--- src/hdl/blg_pkg.sv ---
// shared types and constants for the battery level gauge
package blg_pkg;

	localparam int VOLT_W  = 16;
	localparam int LEVEL_W = 4;

	// level mapping constants
	localparam logic [LEVEL_W-1:0] TOP_LEVEL  = 4'd9;
	localparam logic [LEVEL_W-1:0] BASE_LEVEL = 4'd2;
	localparam logic [VOLT_W-1:0]  STEP_MV    = 16'd1000;
	// bands above the base level before the cap is reached
	localparam int NUM_STEPS = 7;

	// configuration register indexes
	localparam logic CFG_FULL = 1'b0;
	localparam logic CFG_LOW  = 1'b1;

	localparam logic [VOLT_W-1:0] FULL_RESET_MV = 16'd16000;
	localparam logic [VOLT_W-1:0] LOW_RESET_MV  = 16'd9000;

	// start-up phase of the averaging ring
	typedef enum logic [1:0] {
		PH_EMPTY,
		PH_ONE,
		PH_RUN
	} phase_t;

	// ring stage controls from the pipeline
	typedef struct packed {
		logic rd_en;
		logic consume;
	} ring_ctl_t;

	// level stage load enables
	typedef struct packed {
		logic ld_s3;
		logic ld_s4;
		logic ld_s5;
	} lvl_ctl_t;

	// level thresholds
	typedef struct packed {
		logic [VOLT_W-1:0] full_mv;
		logic [VOLT_W-1:0] low_mv;
	} thresh_t;

endpackage

--- src/hdl/blg_ram.sv ---
// generic single-write, single-read ram with registered read data
module blg_ram #(
	parameter int WIDTH = 16,
	parameter int DEPTH = 20
) (
	input  logic                                clk,
	input  logic                                we,
	input  logic [(DEPTH > 1 ? $clog2(DEPTH) : 1)-1:0] waddr,
	input  logic [WIDTH-1:0]                    wdata,
	input  logic                                re,
	input  logic [(DEPTH > 1 ? $clog2(DEPTH) : 1)-1:0] raddr,
	output logic [WIDTH-1:0]                    rdata
);

	logic [WIDTH-1:0] mem [DEPTH];

	// write port
	always_ff @(posedge clk) begin
		if (we) begin
			mem[waddr] <= wdata;
		end
	end

	// registered read port
	always_ff @(posedge clk) begin
		if (re) begin
			rdata <= mem[raddr];
		end
	end

endmodule

--- src/hdl/blg_ring.sv ---
// sample ring with running sum: read old entry, update sum, write back
module blg_ring
	import blg_pkg::*;
#(
	parameter int AVG_DEPTH = 20
) (
	input  logic                                     clk,
	input  logic                                     arst_n,
	input  ring_ctl_t                                ctl,
	input  logic [VOLT_W-1:0]                        voltage,
	output logic [VOLT_W+$clog2(AVG_DEPTH)-1:0]      sum_s2,
	output logic                                     first_s2
);

	localparam int SUM_W  = VOLT_W + $clog2(AVG_DEPTH);
	localparam int SLOT_W = (AVG_DEPTH > 1) ? $clog2(AVG_DEPTH) : 1;
	localparam logic [SLOT_W-1:0] LAST_SLOT = SLOT_W'(AVG_DEPTH - 1);
	localparam logic [SUM_W-1:0]  DEPTH_K   = SUM_W'(AVG_DEPTH);

	phase_t              phase_q, phase_d;
	logic [SLOT_W-1:0]   slot_q, slot_d, slot_inc;
	logic                wrapped_q, wrapped_d;
	logic [VOLT_W-1:0]   fill_q, fill_d;
	logic [SUM_W-1:0]    sum_q, sum_d;
	logic [VOLT_W-1:0]   voltage_s1;
	logic                fwd_s1;
	logic [VOLT_W-1:0]   fwd_data_s1;
	logic [VOLT_W-1:0]   rd_data;
	logic [VOLT_W-1:0]   old_val;
	logic                fill_sel;
	logic                ram_we;

	blg_ram #(
		.WIDTH(VOLT_W),
		.DEPTH(AVG_DEPTH)
	) u_ram (
		.clk  (clk),
		.we   (ram_we),
		.waddr(slot_q),
		.wdata(voltage_s1),
		.re   (ctl.rd_en),
		.raddr(slot_d),
		.rdata(rd_data)
	);

	// phase next state
	always_comb begin
		phase_d = phase_q;
		if (ctl.consume) begin
			unique case (phase_q)
				PH_EMPTY: phase_d = PH_ONE;
				PH_ONE:   phase_d = PH_RUN;
				PH_RUN:   phase_d = PH_RUN;
				default:  phase_d = PH_EMPTY;
			endcase
		end
	end

	// phase outputs: the first two items refill the whole ring
	always_comb begin
		unique case (phase_q)
			PH_EMPTY: fill_sel = 1'b1;
			PH_ONE:   fill_sel = 1'b1;
			PH_RUN:   fill_sel = 1'b0;
			default:  fill_sel = 1'b1;
		endcase
	end

	// entries not yet overwritten since the last fill hold the fill value
	assign old_val  = wrapped_q ? (fwd_s1 ? fwd_data_s1 : rd_data) : fill_q;
	assign slot_inc = (slot_q == LAST_SLOT) ? '0 : slot_q + 1'b1;
	assign ram_we   = ctl.consume && !fill_sel;

	// ring bookkeeping and running sum
	always_comb begin
		slot_d    = slot_q;
		wrapped_d = wrapped_q;
		fill_d    = fill_q;
		sum_d     = sum_q;
		if (ctl.consume) begin
			if (fill_sel) begin
				slot_d    = '0;
				wrapped_d = 1'b0;
				fill_d    = voltage_s1;
				sum_d     = SUM_W'(voltage_s1) * DEPTH_K;
			end else begin
				slot_d    = slot_inc;
				wrapped_d = wrapped_q || (slot_q == LAST_SLOT);
				sum_d     = sum_q - SUM_W'(old_val) + SUM_W'(voltage_s1);
			end
		end
	end

	// control state
	always_ff @(posedge clk or negedge arst_n) begin
		if (!arst_n) begin
			phase_q   <= PH_EMPTY;
			slot_q    <= '0;
			wrapped_q <= 1'b0;
			sum_q     <= '0;
		end else begin
			phase_q   <= phase_d;
			slot_q    <= slot_d;
			wrapped_q <= wrapped_d;
			sum_q     <= sum_d;
		end
	end

	// fill value
	always_ff @(posedge clk) begin
		fill_q <= fill_d;
	end

	// stage 1: item waiting for its ring read, forward a same-edge write
	always_ff @(posedge clk) begin
		if (ctl.rd_en) begin
			voltage_s1  <= voltage;
			fwd_s1      <= ram_we && (slot_q == slot_d);
			fwd_data_s1 <= voltage_s1;
		end
	end

	// stage 2: updated sum
	always_ff @(posedge clk) begin
		if (ctl.consume) begin
			sum_s2   <= sum_d;
			first_s2 <= (phase_q == PH_EMPTY);
		end
	end

endmodule

--- src/hdl/blg_level.sv ---
// average by reciprocal multiply and mapping to a target level
module blg_level
	import blg_pkg::*;
#(
	parameter int AVG_DEPTH = 20
) (
	input  logic                                 clk,
	input  lvl_ctl_t                             ctl,
	input  thresh_t                              thresh,
	input  logic [VOLT_W+$clog2(AVG_DEPTH)-1:0]  sum_s2,
	input  logic                                 first_s2,
	output logic [LEVEL_W-1:0]                   target_s5,
	output logic                                 first_s5
);

	localparam int SUM_W  = VOLT_W + $clog2(AVG_DEPTH);
	localparam int PROD_W = 2 * SUM_W + 1;
	localparam logic [SUM_W:0]   RECIP   = (SUM_W+1)'((64'd1 << SUM_W) / AVG_DEPTH);
	localparam logic [SUM_W-1:0] DEPTH_K = SUM_W'(AVG_DEPTH);

	logic [PROD_W-1:0]  prod;
	logic [VOLT_W-1:0]  q_est_s3;
	logic [SUM_W-1:0]   sum_s3;
	logic               first_s3;
	logic [SUM_W-1:0]   rem;
	logic [VOLT_W-1:0]  avg_s4;
	logic               first_s4;
	logic [VOLT_W-1:0]  diff;
	logic [LEVEL_W-1:0] steps;
	logic [LEVEL_W-1:0] target;

	// quotient estimate, low by at most one
	assign prod = PROD_W'(sum_s2) * PROD_W'(RECIP);

	always_ff @(posedge clk) begin
		if (ctl.ld_s3) begin
			q_est_s3 <= prod[SUM_W +: VOLT_W];
			sum_s3   <= sum_s2;
			first_s3 <= first_s2;
		end
	end

	// remainder correction
	assign rem = sum_s3 - SUM_W'(q_est_s3) * DEPTH_K;

	always_ff @(posedge clk) begin
		if (ctl.ld_s4) begin
			avg_s4   <= (rem >= DEPTH_K) ? q_est_s3 + 1'b1 : q_est_s3;
			first_s4 <= first_s3;
		end
	end

	// count the 1000 mv bands above the low threshold
	assign diff = avg_s4 - thresh.low_mv;

	always_comb begin
		steps = '0;
		for (int k = 1; k <= NUM_STEPS; k++) begin
			if (diff >= VOLT_W'(k * STEP_MV)) begin
				steps = steps + 1'b1;
			end
		end
	end

	// full test first, then the banded range
	always_comb begin
		priority if (avg_s4 >= thresh.full_mv) begin
			target = TOP_LEVEL;
		end else if (avg_s4 >= thresh.low_mv) begin
			target = BASE_LEVEL + steps;
		end else begin
			target = '0;
		end
	end

	always_ff @(posedge clk) begin
		if (ctl.ld_s5) begin
			target_s5 <= target;
			first_s5  <= first_s4;
		end
	end

endmodule

--- src/hdl/battery_level_gauge.sv ---
// top level of the battery level gauge: pipeline control, config and shown level
//
// Battery level gauge. Each accepted voltage_mv item enters a moving average
// over AVG_DEPTH samples; the average is mapped to a level (0, or 2 to 9 against
// the full_level_mv and low_level_mv thresholds) and the shown level follows it
// by at most one step per item, except that the very first item sets it
// directly. Every item gives one result (shown_level, low_warning). The block
// takes one item per clock unless level_stall holds the pipeline: the ring is a
// single ram with one read and one write each cycle, and the running sum is one
// add and subtract per item. Results pass ring read, sum update, reciprocal
// multiply, remainder correction, level mapping, output register. Config writes
// through cfg_we/cfg_index/cfg_data should be made while no items are in flight.
module battery_level_gauge
	import blg_pkg::*;
#(
	parameter int AVG_DEPTH = 20
) (
	input  logic                clk,
	input  logic                arst_n,
	input  logic                cfg_we,
	input  logic                cfg_index,
	input  logic [VOLT_W-1:0]   cfg_data,
	input  logic                sample_valid,
	output logic                sample_stall,
	input  logic [VOLT_W-1:0]   voltage_mv,
	output logic                level_valid,
	input  logic                level_stall,
	output logic [LEVEL_W-1:0]  shown_level,
	output logic                low_warning
);

	localparam int SUM_W = VOLT_W + $clog2(AVG_DEPTH);

	thresh_t              thresh_q;
	logic                 valid_s1, valid_s2, valid_s3, valid_s4, valid_s5;
	logic                 out_valid_q;
	logic                 out_ready;
	logic                 rdy1, rdy2, rdy3, rdy4, rdy5;
	logic                 mv1, mv2, mv3, mv4, mv5;
	logic                 accept;
	ring_ctl_t            ring_ctl;
	lvl_ctl_t             lvl_ctl;
	logic [SUM_W-1:0]     sum_s2;
	logic                 first_s2;
	logic [LEVEL_W-1:0]   target_s5;
	logic                 first_s5;
	logic [LEVEL_W-1:0]   level_q, level_d;
	logic                 warn_q;

	// configuration registers
	always_ff @(posedge clk or negedge arst_n) begin
		if (!arst_n) begin
			thresh_q.full_mv <= FULL_RESET_MV;
			thresh_q.low_mv  <= LOW_RESET_MV;
		end else if (cfg_we) begin
			unique case (cfg_index)
				CFG_FULL: thresh_q.full_mv <= cfg_data;
				CFG_LOW:  thresh_q.low_mv  <= cfg_data;
				default:  thresh_q.full_mv <= thresh_q.full_mv;
			endcase
		end
	end

	// stage handshake: a stage moves when the next one is free or moving
	assign out_ready = !out_valid_q || !level_stall;
	assign mv5  = valid_s5 && out_ready;
	assign rdy5 = !valid_s5 || out_ready;
	assign mv4  = valid_s4 && rdy5;
	assign rdy4 = !valid_s4 || rdy5;
	assign mv3  = valid_s3 && rdy4;
	assign rdy3 = !valid_s3 || rdy4;
	assign mv2  = valid_s2 && rdy3;
	assign rdy2 = !valid_s2 || rdy3;
	assign mv1  = valid_s1 && rdy2;
	assign rdy1 = !valid_s1 || rdy2;

	assign accept       = sample_valid && rdy1;
	assign sample_stall = !rdy1;

	assign ring_ctl.rd_en   = accept;
	assign ring_ctl.consume = mv1;
	assign lvl_ctl.ld_s3    = mv2;
	assign lvl_ctl.ld_s4    = mv3;
	assign lvl_ctl.ld_s5    = mv4;

	// stage valid bits
	always_ff @(posedge clk or negedge arst_n) begin
		if (!arst_n) begin
			valid_s1 <= 1'b0;
			valid_s2 <= 1'b0;
			valid_s3 <= 1'b0;
			valid_s4 <= 1'b0;
			valid_s5 <= 1'b0;
		end else begin
			valid_s1 <= accept || (valid_s1 && !mv1);
			valid_s2 <= mv1 || (valid_s2 && !mv2);
			valid_s3 <= mv2 || (valid_s3 && !mv3);
			valid_s4 <= mv3 || (valid_s4 && !mv4);
			valid_s5 <= mv4 || (valid_s5 && !mv5);
		end
	end

	blg_ring #(
		.AVG_DEPTH(AVG_DEPTH)
	) u_ring (
		.clk     (clk),
		.arst_n  (arst_n),
		.ctl     (ring_ctl),
		.voltage (voltage_mv),
		.sum_s2  (sum_s2),
		.first_s2(first_s2)
	);

	blg_level #(
		.AVG_DEPTH(AVG_DEPTH)
	) u_level (
		.clk      (clk),
		.ctl      (lvl_ctl),
		.thresh   (thresh_q),
		.sum_s2   (sum_s2),
		.first_s2 (first_s2),
		.target_s5(target_s5),
		.first_s5 (first_s5)
	);

	// shown level steps toward the target, first item jumps
	always_comb begin
		priority if (first_s5) begin
			level_d = target_s5;
		end else if (level_q < target_s5) begin
			level_d = level_q + 1'b1;
		end else if (level_q > target_s5) begin
			level_d = level_q - 1'b1;
		end else begin
			level_d = level_q;
		end
	end

	// output register and lagged level state
	always_ff @(posedge clk or negedge arst_n) begin
		if (!arst_n) begin
			out_valid_q <= 1'b0;
			level_q     <= '0;
			warn_q      <= 1'b0;
		end else if (mv5) begin
			out_valid_q <= 1'b1;
			level_q     <= level_d;
			warn_q      <= (level_d == '0);
		end else if (!level_stall) begin
			out_valid_q <= 1'b0;
		end
	end

	assign level_valid = out_valid_q;
	assign shown_level = level_q;
	assign low_warning = warn_q;

	// warning follows the shown level
	a_warn_match: assert property (@(posedge clk) disable iff (!arst_n)
		level_valid |-> (low_warning == (shown_level == '0)))
		else $error("low warning does not match shown level");

	// shown level stays within the display range
	a_level_range: assert property (@(posedge clk) disable iff (!arst_n)
		level_valid |-> (shown_level <= TOP_LEVEL))
		else $error("shown level above top level");

	// a stalled input means stages one, two and five and the output register hold items
	a_stall_cause: assert property (@(posedge clk) disable iff (!arst_n)
		sample_stall |-> (valid_s1 && valid_s2 && valid_s5 && out_valid_q))
		else $error("input stalled with room in the pipeline");

endmodule

--- config.mk ---
export PLATFORM = sky130hd
export DESIGN_NAME = battery_level_gauge
export DESIGN_NICKNAME = d
export VERILOG_FILES = /design/src/hdl/blg_pkg.sv /design/src/hdl/blg_ram.sv /design/src/hdl/blg_ring.sv /design/src/hdl/blg_level.sv /design/src/hdl/battery_level_gauge.sv
export SDC_FILE = /design/constraint.sdc
export NUM_CORES = 1
export LEC_CHECK = 0
export ABC_AREA = 1
export BUFFER_PORTS_ARGS = -buffer_cell sky130_fd_sc_hd__buf_2
export CAP_MARGIN = 20
export CORE_ASPECT_RATIO = 1.4
export CORE_MARGIN = 2
export CORE_UTILIZATION = 55
export CTS_BUF_LIST = sky130_fd_sc_hd__clkbuf_4 sky130_fd_sc_hd__clkbuf_8
export DETAILED_ROUTE_END_ITERATION = 16
export PLACE_DENSITY = 0.83
export SYNTH_ARGS = -nofsm -noshare
export SYNTH_HDL_FRONTEND = slang
export SYNTH_SLANG_ARGS = --single-unit
--- constraint.sdc ---
create_clock -name clk -period 7.8 [get_ports clk]
set_clock_uncertainty 0.15 [all_clocks]
set_input_delay 0 -clock clk [delete_from_list [all_inputs] [get_ports clk]]
set_output_delay 0 -clock clk [all_outputs]
set_load 0.005 [all_outputs]
==> summary.md, run 1 <==
| Metric | Value |
|---|---|
| Initial antenna violation count | 1 |
| H-tree depth | 3 |
| Worst-Skew Late Latency | 0.68 ns |
| Commonest non-fill, non-tap cell in the layout | inv_1 |
| Post-synth ARST share | 13.4% |
| Post-Syn Nets | ~3600 |
| Clock slew at reported path FFs | 0.07 ns |
| CTS tree | built |
| Required time worst endpoint | around 8.1 ns |
| Mapped Cells | around 3200 |
| FF/Latch Area | 15800 µm² |
| Area delta synth->final | 11.3% |
| DR vias | ~23000 |
| FILL cells | 4400 |
| Initial cell density of the core | between 50% and 60% |
| Worst-Margin Slew | 1.04 ns |
| Hold/Removal Path Class | in -> reg |
| Reg-to-Reg Start | u_ring.sum_s2[5] |
| Startpoint types | flop |
| GR Overflow Total | 0 |
| Clock sinks | 537 |
| First-pass detailed-route iteration total | 5 |
| Crit path max fanout | 5 |
| Buffers added on ports | 44 |
| Post-synth EDFFs | 465 |
| Starting DRT DRC Count | 1692 |
| DP Wirelength | 53.7 mm |
| Crit path arrival time | 6.19 ns |
| Seq cells post-synth | 537 |
| Syn_area_per_cell | between 10 and 15 µm² |
| Hold Startpoint | cfg_data[1] |
| Post-synth design cell area | roughly 33000 µm² |
| Max Slew Vio Count | 0 |
| I/O pins | 45 |
| Gpl congestion | 0.967 |
| Chip Height | around 290 µm |
| Sequential area share after synthesis | about half |
| Vias in the first global route | ~24000 |
| Clk buf depth | 3 |
| Max Cap Viol | 0 |
| YS warnings | 0 |
| First-pass GRT wire length | 119 mm |
| Fin crit share | 75.8% |
| WL per Instance | 18.3 µm |
| DR vias/cell | 5.63 |
| Row count | 105 |
| Final hold viol count | 0 |
| Die width | 210 µm |
| Status | complete, no violations |
| Worst Setup End Kind | flop |
| Core area | between 50000 and 60000 µm² |
| Most used cells in the layout excluding fill and tap cells | inv_1, edfxtp_1, nand2_1 |
| # setup viols final | 0 |
| Post-route setup TNS | 0 ns |
| Final min period | around 5.9 ns |
| Routed Wire Length | 76.3 mm |
| Final nets | 3809 |
| Share of cells above drive strength 1 | 8.74% |
| Post-layout util | 61.9% |
| F_max | between 150 and 200 MHz |
| Die area | 61400 µm² |
| Critical path class | reg -> reg |
| DRC violations left | 0 |
| Top FF cell, synth | edfxtp_1 |
| Root Buffer | clkbuf_8 |
| Number of distinct library cells after synthesis | between 60 and 70 |
| RSZ-0062 raised after global routing | no |
| Antenna Nets Post-Route | 0 |
| Postcts setup bufs | 0 |
| Area of the multi-input gates | 14600 µm² |
| Slew HR | 30.4% |
| Overall routing resource usage | 24.8% |
| CTS Buf Count | 83 |
| Largest net degree at the start of global routing | 95 |
| CP startpoint | u_ring.sum_s2[5] |
## per-stage QoR
| stage | worst slack [ns] | area, µm² | cells | hold slack, ns |
|---|---|---|---|---|
| finish | 1.89 | 36400 | 4160 | 0.0827 |
| CTS | 1.95 | 36400 | 4158 | 0.0309 |
| detailed placement | 1.91 | 33900 | 3940 | -0.157 |
| floorplan | 2.48 | 32700 | 3177 | -0.446 |
| global route | 1.30 | 36400 | 4160 | 0.0617 |
| global placement | 1.94 | 33900 | 3940 | -0.163 |
## metal layers
metal	up-vias	GRT usage, %	routed length (µm)
li1	11200	-	-
met1	11200	25.0	26700
met2	768	47.2	41100
met3	289	3.39	3320
met4	0	16.6	5190
met5	-	0	0
## cells in the mapped netlist, types with 30 or more instances
library cell | number | area share, %
o21bai_1 | 38 | 0.87
ha_1 | 292 | 11
nand2_1 | 406 | 4.7
edfxtp_1 | 465 | 43
nor3_1 | 31 | 0.47
inv_1 | 515 | 5.9
o32ai_1 | 32 | 0.86
a21oi_1 | 129 | 2.0
nor2_1 | 356 | 4.1
clkbuf_1 | 59 | 0.68
o311ai_0 | 30 | 0.80
fa_1 | 135 | 8.3
nand4_1 | 38 | 0.73
xnor2_1 | 32 | 0.86
nand3_1 | 80 | 1.2
o21ai_0 | 212 | 3.2
xor2_1 | 55 | 1.5
dfrtp_1 | 61 | 4.7
## final cells by class
class                   instances  share of cell area, %
diodes                          1                0.00688
clock buffers                 112                   3.86
clock inverters                39                   1.02
inverters                     523                   5.42
multi-input cells            2034                   40.1
flip-flops and latches        537                   43.4
well taps                     749                   2.58
repair buffers                165                   3.63
## final timing paths
kind                                   endpoint  slack (ns)  depth (start not counted)
min in group asynchronous           thresh_q[9]        0.33                          3
setup reg to reg           u_level.q_est_s3[15]        1.89                         21
setup / recovery           u_level.q_est_s3[15]        1.89                         21
hold / removal                      thresh_q[1]        0.08                          4
max in group asynchronous      u_ring.sum_q[20]        6.49                          4
hold reg to reg                u_level.first_s3        0.27                          0
## cells by family (layout without fill, tap and decap cells)
| group | Yosys count | after routing | synth area share [%] |
|---|---|---|---|
| and+or+nand+nor | 957 | 957 | 12.2 |
| buffers and inverters | 606 | 839 | 7.11 |
| AOI/OAI and AO/OA | 562 | 562 | 10.6 |
| DFF | 537 | 537 | 48.3 |
| adders and majority gates | 427 | 427 | 19.4 |
| xor gates and xnor gates | 87 | 87 | 2.33 |
| other | 1 | 2 | 0.0115 |
## what timing repair did
| item | in CTS | in global routing |
|---|---|---|
| endpoints found under the hold margin | 140 | 0 |
| gates resized for setup | 0 | 0 |
| hold buffers | 67 | 0 |
## worst max-delay path, cell delays in order (launching register included)
cell and delay (ns):
edfxtp_1 0.48, ha_1 0.41, inv_1 0.09, fa_1 0.54, inv_1 0.06, fa_1 0.51, fa_1 0.52, fa_1 0.54
inv_1 0.06, fa_1 0.54, inv_1 0.04, ha_1 0.33, nand2_1 0.13, inv_1 0.06, a221oi_1 0.30, nand3b_1 0.15
o2111ai_1 0.28, nand2_1 0.14, nand2_1 0.10, nand4_1 0.08, nand2_1 0.06, xnor2_1 0.12
## registers in the layout (all words and copies together) (netlist names), 5 cells and up
register,count
thresh_q,32
u_level.avg_s4,16
u_level.q_est_s3,16
u_level.sum_s3,19
u_ring.fill_q,16
u_ring.fwd_data_s1,16
u_ring.slot_q,5
u_ring.sum_q,21
u_ring.sum_s2,21
u_ring.u_ram.mem,320
u_ring.u_ram.rdata,16
u_ring.voltage_s1,16
Power of run 1 is left out: the tool's default activity adds up to more than one toggle a clock period on the data nets, which glitch-free logic cannot reach.
==> run 2, diff against run 1 <==
clock period = 6 ns   (was 7.8 ns; I/O delays follow)
==> run 2 against run 1 <==
Net effect:
- count of clock-buffer cells in the layout increased by 2
- cell count grew 0.43%
- global-route usage grew 0.60 points
- design area increased by 0.78%
- worst setup slack lost 1.7 ns
- die area stayed put
- sequential cell count did not move
- critical path type unchanged
- critical endpoint is now u_level.q_est_s3[14]
==> summary.md, run 2 (same netlist as run 1, synthesis figures left out) <==
| Metric | Value |
|---|---|
| Slowest CP cell | fa_1 |
| Slew HR | 27.3% (-3.1 points) |
| Reg-to-Reg Start | u_ring.sum_s2[10] |
| Routed Wire Length | 77.9 mm (+2.1%) |
| DRC violations left | 0 (unchanged) |
| Max Slew Vio Count | 0 (unchanged) |
| Die area | 61400 µm² (unchanged) |
| CP delay by family, top | adder cells |
| DR vias/cell | 5.68 (+0.84%) |
| Overall routing resource usage | 25.4% (+0.60 points) |
| DP Wirelength | 54.9 mm (+2.2%) |
| Worst reg2reg setup slack | 0.15 ns (-1.73 ns) |
| Max FFs per register | 320 (unchanged) |
| F_max | 171 MHz (+1.1%) |
| Antenna cells | 0 (-1) |
| Most used cell, CP | fa_1 |
| Initial antenna violation count | 0 (-1) |
| RR Endpoint | u_level.q_est_s3[14] |
| Antenna Nets Post-Route | 0 (unchanged) |
| Core area | 58700 µm² (unchanged) |
| Chip Height | 292 µm (unchanged) |
| DR vias | 23700 (+1.3%) |
| Buffers added on ports | 44 (unchanged) |
| Hold Startpoint | cfg_data[14] |
| CTS tree | built |
| Crit path max fanout | 5 (unchanged) |
| Post-route setup TNS | 0 ns (unchanged) |
| Status | complete, no violations |
| Commonest non-fill, non-tap cell in the layout | inv_1 |
| GR Overflow Total | 0 (unchanged) |
| Final min period | 5.85 ns (-0.0654 ns) |
| Clk buf depth | 3 (unchanged) |
| H-tree depth | 3 (unchanged) |
| Hold EP | thresh_q[30] |
| First-pass GRT wire length | 122 mm (+2.8%) |
| Worst path bufs/invs | 3 (-2) |
| Final nets | 3828 (+0.50%) |
| Initial cell density of the core | 55.7% (unchanged) |
| Root Buffer | clkbuf_8 |
| Gpl congestion | 0.955 (-1.3%) |
| Worst path cell trace | ha_1, inv_1, fa_1, inv_1, fa_1, fa_1, fa_1, fa_1, ha_1, nand2_1, nor2_1, inv_1, nor3_1, nand3_1, nand2_1, a211oi_1, nor2_1, xor2_1 |
| Clock sinks | 537 (unchanged) |
| Final hold viol count | 0 (unchanged) |
| Clock slew at reported path FFs | 0.06 ns (about the same) |
| Min-Delay Path Depth | 4 (unchanged) |
| Crit path arrival time | 6.12 ns (-0.07 ns) |
| Startpoint types | flop |
| Top reg by flops | u_ring.u_ram.mem |
| Share of cells above drive strength 1 | 10.0% (+1.3 points) |
| Required time worst endpoint | 6.27 ns (-1.81 ns) |
| Top Registers | u_ring.u_ram.mem x320, thresh_q x32 |
| WL per Instance | 18.7 µm (+1.7%) |
| Worst-Margin Slew | 1.09 ns (+0.0493 ns) |
| Max Cap Viol | 0 (unchanged) |
| # setup viols final | 0 (unchanged) |
| CTS Buf Count | 83 (unchanged) |
| First-pass detailed-route iteration total | 6 (+1) |
| Critical path class | reg -> reg |
| Hold/Removal Path Class | in -> reg |
| Vias in the first global route | 24200 (+1.1%) |
| Most used cells in the layout excluding fill and tap cells | inv_1, edfxtp_1, nand2_1 |
| Area delta synth->final | 12.2% |
| Crit-path max cell delay | 0.54 ns (about the same) |
| Worst-Skew Late Latency | 0.69 ns (about the same) |
| Die width | 210 µm (unchanged) |
| I/O pins | 45 (unchanged) |
| Reg2reg path depth | 18 (-14%) |
| Worst Setup End Kind | flop |
| Fin crit share | 97.5% (+22 points) |
| Largest net degree at the start of global routing | 100 (+5.3%) |
| Row count | 105 (unchanged) |
| Starting DRT DRC Count | 1841 (+8.8%) |
run 2: how the worst max path moves through the flow:
stage / startpoint / endpoint / slack (ns) / depth (start not counted)
final: u_ring.sum_s2[10] / u_level.q_est_s3[14] / 0.15 / 18
after CTS: u_ring.sum_s2[5] / u_level.q_est_s3[15] / 0.14 / 21
after detailed placement: u_ring.sum_s2[3] / u_level.q_est_s3[15] / 0.15 / 21
after floorplan: u_ring.sum_s2[3] / u_level.q_est_s3[15] / 0.68 / 21
after global routing: u_ring.sum_s2[8] / u_level.q_est_s3[13] / -0.03 / 21
after global placement: u_ring.sum_s2[5] / u_level.q_est_s3[13] / 0.20 / 21
run 2: metrics by stage:
stage	instances	setup WS, ns	cell area (µm²)	hold WS, ns	util (%)
after floorplan	3177	0.678	32700	-0.446	-
after global placement	3949	0.198	34000	-0.157	57.9
after detailed placement	3949	0.149	34000	-0.151	57.9
after CTS	4167	0.142	36400	0.00114	61.9
after global routing	4178	-0.0251	36700	0.0537	62.4
final	4178	0.153	36700	0.0564	62.4
run 2: timing repair:
action / CTS / global route
endpoints found under the setup margin: 0 / 6
setup buffers: 0 / 10
resized for setup: 0 / 37
endpoints found under the hold margin: 141 / 0
hold buffers: 67 / 0
run 2: final cells by class:
cell class                      instances  area, µm²
Timing Repair Buffer                  184       1480
Multi-Input combinational cell       2034      14800
Fill cell                            4314      22100
Inverter                              523       1970
Clock inverter                         37        295
Tap cell                              749        937
Sequential cell                       537      15800
Clock buffer                          114       1400
run 2: layer usage:
metal	wire length, µm	vias up	global-route usage, %
li1	-	11200	-
met1	26900	11300	26.0
met2	42200	900	48.6
met3	3860	319	3.37
met4	4990	0	15.8
met5	0	-	0
run 2: worst reg2reg max path: cells and delay by family (launching register included):
family,cells,cell delay [ns]
flops,1,0.49
compound gates,1,0.11
fa+ha+maj,7,3.34
simple gates,6,1.21
buf+inv,3,0.23
xor+xnor,1,0.08
Power of run 2 is left out for the same reason.
